--- src/sv/rdb_pkg.sv ---
// Shared constants for the random draw bag: field widths, status codes and
// register reset values. No dependencies; every file but rdb_tb_pkg refers to it.
package rdb_pkg;

    // Fixed field widths.
    localparam int CAP_W = 13;
    localparam int VAL_W = 31;
    localparam int RND_W = 32;
    localparam int ST_W  = 2;

    // Default number of store entries.
    localparam int SLOTS_DEFAULT = 4096;

    // Capacity register value after reset.
    localparam logic [CAP_W-1:0] CAP_RESET = 13'd4096;

    // Result status codes.
    localparam logic [ST_W-1:0] ST_OK    = 2'd0;
    localparam logic [ST_W-1:0] ST_FULL  = 2'd1;
    localparam logic [ST_W-1:0] ST_EMPTY = 2'd2;

endpackage

--- src/sv/rdb_divider.sv ---
// Iterative restoring remainder unit: one dividend bit per cycle.
// Depends on rdb_pkg for the dividend width.
module rdb_divider #(
    parameter int CNT_W = 13
) (
    input  logic                       i_clk,
    input  logic                       i_rst_n,
    input  logic                       i_start,
    input  logic [rdb_pkg::RND_W-1:0]  i_dividend,
    input  logic [CNT_W-1:0]           i_divisor,
    output logic                       o_done,
    output logic [CNT_W-1:0]           o_remainder
);

    localparam int STEP_W = $clog2(rdb_pkg::RND_W);

    logic                       r_busy;
    logic                       r_done;
    logic [STEP_W-1:0]          r_step;
    logic [rdb_pkg::RND_W-1:0]  r_dvd;
    logic [CNT_W-1:0]           r_dsr;
    logic [CNT_W-1:0]           r_rem;
    logic [CNT_W-1:0]           n_rem;
    logic [CNT_W:0]             rem_sh;

    // One restoring step: shift in the next dividend bit, subtract if it fits.
    always_comb begin
        rem_sh = {r_rem, r_dvd[rdb_pkg::RND_W-1]};
        if (rem_sh >= {1'b0, r_dsr}) begin
            n_rem = CNT_W'(rem_sh - {1'b0, r_dsr});
        end else begin
            n_rem = rem_sh[CNT_W-1:0];
        end
    end

    // Control: busy while the dividend bits are shifted in, and done pulses once afterwards.
    always_ff @(posedge i_clk) begin
        if (!i_rst_n) begin
            r_busy <= 1'b0;
            r_done <= 1'b0;
            r_step <= '0;
        end else begin
            r_done <= 1'b0;
            if (i_start) begin
                r_busy <= 1'b1;
                r_step <= STEP_W'(rdb_pkg::RND_W - 1);
            end else if (r_busy) begin
                r_step <= r_step - STEP_W'(1);
                if (r_step == '0) begin
                    r_busy <= 1'b0;
                    r_done <= 1'b1;
                end
            end
        end
    end

    // Datapath registers.
    always_ff @(posedge i_clk) begin
        if (i_start) begin
            r_dvd <= i_dividend;
            r_dsr <= i_divisor;
            r_rem <= '0;
        end else if (r_busy) begin
            r_dvd <= {r_dvd[rdb_pkg::RND_W-2:0], 1'b0};
            r_rem <= n_rem;
        end
    end

    assign o_done      = r_done;
    assign o_remainder = r_rem;

endmodule

--- config.mk ---
export PLATFORM = sky130hd
export DESIGN_NAME = rdb_divider
export DESIGN_NICKNAME = d
export VERILOG_FILES = /design/src/sv/rdb_pkg.sv /design/src/sv/rdb_divider.sv
export SDC_FILE = /design/constraint.sdc
export NUM_CORES = 1
export LEC_CHECK = 0
export CELL_PAD_IN_SITES_DETAIL_PLACEMENT = 1
export CELL_PAD_IN_SITES_GLOBAL_PLACEMENT = 2
export CORE_AREA = 2 2 116 96
export DETAILED_ROUTE_END_ITERATION = 10
export DIE_AREA = 0 0 118 98
export DONT_BUFFER_PORTS = 1
export PLACE_DENSITY = 0.66
export SYNTH_ARGS = -nofsm -noshare
export SYNTH_HDL_FRONTEND = slang
export SYNTH_SLANG_ARGS = --single-unit
--- constraint.sdc ---
create_clock -name i_clk -period 2.1 [get_ports i_clk]
set_input_delay 0.105 -clock i_clk [delete_from_list [all_inputs] [get_ports i_clk]]
set_output_delay 0.105 -clock i_clk [all_outputs]
set_load 0.02 [all_outputs]
After elaboration in Yosys (flattened, before gate mapping)
Cells that the tools add are included.
{"block": "totals", "elab_cells": 23, "ff_bits": 65}
{"block": "classes", "mux": 9, "reduce_logical": 3, "n_addsub": 2, "n_lt_le_gt_ge": 1, "n_bitwise": 2}
{"op": "$mux 32", "count": 2}
{"op": "$ge 14x13->1", "count": 1}
{"op": "$mux 13", "count": 1}
{"op": "$sub 13x13->13", "count": 1}
{"op": "$mux 5", "count": 2}
{"op": "$logic_not 5->1", "count": 1}
{"op": "$sub 5x1->5 const B", "count": 1}
{"op": "$mux 1", "count": 4}
{"op": "$reduce_or 3->1", "count": 1}
{"op": "$not 1->1", "count": 2}
{"op": "$reduce_bool 2->1", "count": 1}

Longest topological paths before layout
{"block": "logic_depth", "depth_word": 4, "ltp_mapped": 11}

Least setup slack after synthesis
OpenSTA, ideal clock, no wires.
{"block": "synth_path", "path_kind": "register to register", "startpoint": "register r_rem[6] (netlist: o_remainder[6])", "endpoint": "register r_rem[0] (netlist: o_remainder[0])", "n_path_buf": 1, "t_required_ns": 1.962, "stages_incl_launch_ff": 10, "arrival_time_ns": 2.161, "setup_slack_ns": -0.199, "cell_sequence": "dfxtp_1 ha_1 and3_4 a221o_1 a41o_1 a21oi_4 buf_6 nor2_1 a21oi_2 a211oi_2"}
{"block": "synth_via", "elab_chain_len": 2}
{"element": "from (decl)", "line_no": "rdb_divider.sv:22", "rtl": "logic [CNT_W-1:0] r_rem;"}
{"element": "from (signal assigned)", "line_no": "rdb_divider.sv:65", "rtl": "r_rem <= n_rem;"}
{"element": "$ge 14x13->1", "line_no": "rdb_divider.sv:29", "rtl": "if (rem_sh >= {1'b0, r_dsr}) begin"}
{"element": "$mux 13", "line_no": "rdb_divider.sv:29"}
No other way between the ends.
A chain may end at the register's enable or synchronous reset.

Worst setup path in the final report
{"block": "layout_path", "startpoint": "register r_dvd[31] in the netlist's numbering", "endpoint": "register r_rem[8] (netlist: o_remainder[8])"}
{"block": "layout_via", "elab_chain_len": 2, "word_cells_on_any_way": 3, "classes_between": "add/sub: 1; order compare: 1; mux: 1"}
{"element": "from (decl)", "line_no": "rdb_divider.sv:20", "rtl": "logic [rdb_pkg::RND_W-1:0] r_dvd;"}
{"element": "from (signal assigned)", "line_no": "rdb_divider.sv:60", "rtl": "r_dvd <= i_dividend;"}
{"element": "from (signal assigned)", "line_no": "rdb_divider.sv:64", "rtl": "r_dvd <= {r_dvd[rdb_pkg::RND_W-2:0], 1'b0};"}
{"element": "$sub 13x13->13 / $ge 14x13->1 (equally long branches)", "line_no": "rdb_divider.sv:30, rdb_divider.sv:29"}
{"element": "$mux 13 (*)", "line_no": "rdb_divider.sv:29"}
Every way passes the cells marked *; elsewhere a longest branch is shown, timed or not.

==> flow_metrics.env <==
export IMPL_clk_pin_slew_ns=0.06
export IMPL_layout_commonest_cell="dlygate4sd3_1"
export IMPL_grt_max_degree=33
export IMPL_grt_antenna_before_repair=0
export IMPL_htree_levels=3
export IMPL_power_total_uw=3550
export IMPL_setup_worst_path_start_class="flip-flop"
export IMPL_cp_end_kind="flip-flop"
export IMPL_synthCells=274
export IMPL_ioPinCount=62
export IMPL_drc=0
export IMPL_min_path_cells=2
export IMPL_insertion_delay_ns=0.33
export IMPL_drive_gt1_frac=0.295
export IMPL_ir_drop_mv=0.476
export IMPL_layout_nets=422
export IMPL_routed_via_density=4.68
export IMPL_cts_tree="built"
export IMPL_instances_no_fill=507
export IMPL_final_cell_mix="dlygate4sd3_1 (47), edfxtp_1 (45), buf_4 (34), mux2_2 (31), nor2_1 (25)"
export IMPL_die_h_um=98
export IMPL_cts_sinks=65
export IMPL_core_area_um2=10500
export IMPL_setup_viol=12
export IMPL_first_global_vias=2568
export IMPL_dpl_hpwl_um=4960
export IMPL_portBuffers=0
export IMPL_outcome="complete, but fails checks"
export IMPL_min_path_type="in2reg"
export IMPL_syn_area_per_cell_um2=11.8
export IMPL_finalClockSkew_ns=0.00683
export IMPL_hold_viol_final=0
export IMPL_track_usage=0.148
export IMPL_worst_ep_arrival_time_ns=2.47
export IMPL_rows=34
export IMPL_first_pass_iters=4
export IMPL_wl_per_cell_um=15.8
export IMPL_leakagePower_uw=0.00183
export IMPL_syn_nets=338
export IMPL_route_vias_total=2371
export IMPL_synth_flop_cell="edfxtp_1"
export IMPL_grtUsageMet3=0.0479
export IMPL_fin_ws_ns=-0.138
export IMPL_numPlacedInstances=437
export IMPL_cp_top_family="compound AO/OA/AOI/OAI gates"
export IMPL_drt_wl_total_um=7990
export IMPL_area_delta_synth_final_pct=39.9
export IMPL_worstSetupPathType="reg2reg"
export IMPL_rsz0062_at_grt="true"
export IMPL_synthesis_area_um2=3250
export IMPL_ys_types=49
export IMPL_cts_root_buf="clkbuf_16"
export IMPL_power_per_cell_area_nw_per_um2=781
export IMPL_diodes=0
export IMPL_synth_yosys_seq_area_share=0.539
export IMPL_clockBufferDepth=2
export IMPL_fin_crit_ns=2.24
export IMPL_relSlewSlack=0.609
export IMPL_drt_iter0_drc=65
export IMPL_ant_nets=0
export IMPL_cap_viol_max_count=0
export IMPL_tightest_slew_ns=0.586
export IMPL_start_util=0.309
export IMPL_grt_util_met2=0.242
export IMPL_cts_made_buffers=9
export IMPL_crit_path_top_delay_cell="edfxtp_1"
export IMPL_path_cells="inv_1 > ha_2 > fa_2 > and2b_1 > o211ai_1 > a21oi_2 > buf_4 > o21a_1 > nor2_2 > xor2_1 > o31ai_1"
export IMPL_place_gp_congestion=0.812
export IMPL_grt_pass1_wl_um=13100
export IMPL_violations="setup timing"
export IMPL_grt_overflow_total=0
export IMPL_slowest_delay_ns=0.36
export IMPL_path_max_fanout=3
export IMPL_ys_async_sr_fraction=0
export IMPL_holdWs_ns=0.0165
export IMPL_ys_ff_latch=65
export IMPL_busiest_layer="met2"
export IMPL_fin_crit_sh=1.07
export IMPL_fmaxAchievable_mhz=447
export IMPL_crit_cells=11
export IMPL_die_area_um2=11600
export IMPL_slew_violations=0
export IMPL_ys_warn_count=0
export IMPL_synth_edff_count=45
export IMPL_die_w_um=118
export IMPL_rr_worst_depth=11
export IMPL_crit_buf_inv=2
export IMPL_crit_required_ns=2.33
export IMPL_grt_met1_usage=0.186
-- routing by layer --
layer | vias up | wire (um)
li1 | 1167 | -
met1 | 1153 | 3770
met2 | 43 | 3820
met3 | 8 | 314
met4 | 0 | 89
met5 | - | 0
-- synth_stat cells, drive strengths merged (2+ instances only) --
library cell / count / area (um2)
inv: 18 / 67.6
dfxtp: 20 / 400
nor3: 7 / 35.0
xor2: 8 / 70.1
a32oi: 4 / 35.0
o21a: 2 / 15.0
a21oi: 16 / 98.9
nand2b: 2 / 12.5
mux2: 31 / 349
edfxtp: 45 / 1350
ha: 15 / 188
xnor2: 4 / 35.0
nor2b: 3 / 18.8
buf: 4 / 27.5
nand3: 4 / 20.0
nand2: 12 / 45.0
clkbuf: 8 / 30.0
o21ai: 11 / 55.1
nor2: 26 / 97.6
and2: 2 / 12.5
a21o: 5 / 37.5
and3: 2 / 17.5
a211oi: 3 / 32.5
o31ai: 5 / 37.5
-- registers in the layout, indices dropped and copies added (netlist names) --
signal / cells
r_dvd: 32
o_remainder: 13
o_done: 1
r_step: 5
r_dsr: 13
r_busy: 1
-- report_power, final --
group	internal, uW	total [uW]	switching (uW)
registers	1490	1530	37.8
logic	247	453	206
clock network	966	1570	600
total	2710	3550	844
-- metrics by stage --
stage / instance area [um2] / setup slack, ns / utilization / TNS [ns]
2_1_floorplan: 3290 / -0.0131 / - / -0.0224
3_3_place_gp: 3660 / -0.123 / 0.348 / -0.651
3_5_place_dp: 3660 / -0.197 / 0.348 / -1.16
4_1_cts: 4530 / -0.142 / 0.431 / -0.936
5_1_grt: 4540 / -0.312 / 0.432 / -3.07
6_report: 4540 / -0.138 / 0.432 / -0.823
-- repair_timing --
action | CTS | global route
endpoints found under the setup margin | 13 | 13
pin swaps | 4 | 1
hold buffers | 48 | 0
resized for setup | 6 | 1
endpoints found under the hold margin | 66 | 0
setup buffers | 5 | 1
-- path summary, 6_finish.rpt --
path                   from             end  slack, ns
setup reg to reg  r_dvd[31]  o_remainder[8]      -0.14
setup / recovery  r_dvd[31]  o_remainder[8]      -0.14
hold / removal      i_rst_n       r_step[1]       0.02
hold reg to reg   r_dvd[15]       r_dvd[16]       0.55
-- final cells by class --
class / instances / area (um2)
clock buffer: 10 / 239
timing repair buffer: 85 / 788
tap: 144 / 180
multi-input combinational: 179 / 1440
fill: 1125 / 5970
inverter: 18 / 67.6
clock inverter: 6 / 73.8
sequential: 65 / 1760
-- logic make-up (layout without fill, tap and decap cells) --
group	after synthesis	in the layout	share of synthesized area
xor gates and xnor gates	12	12	0.0324
DFF	65	65	0.539
AOI/OAI and AO/OA	56	56	0.123
buffers and inverters	30	119	0.0385
muxes	32	32	0.111
and+or+nand+nor	63	63	0.0925
adders and majority gates	16	16	0.0640
Power figures use the tool's default switching activity.
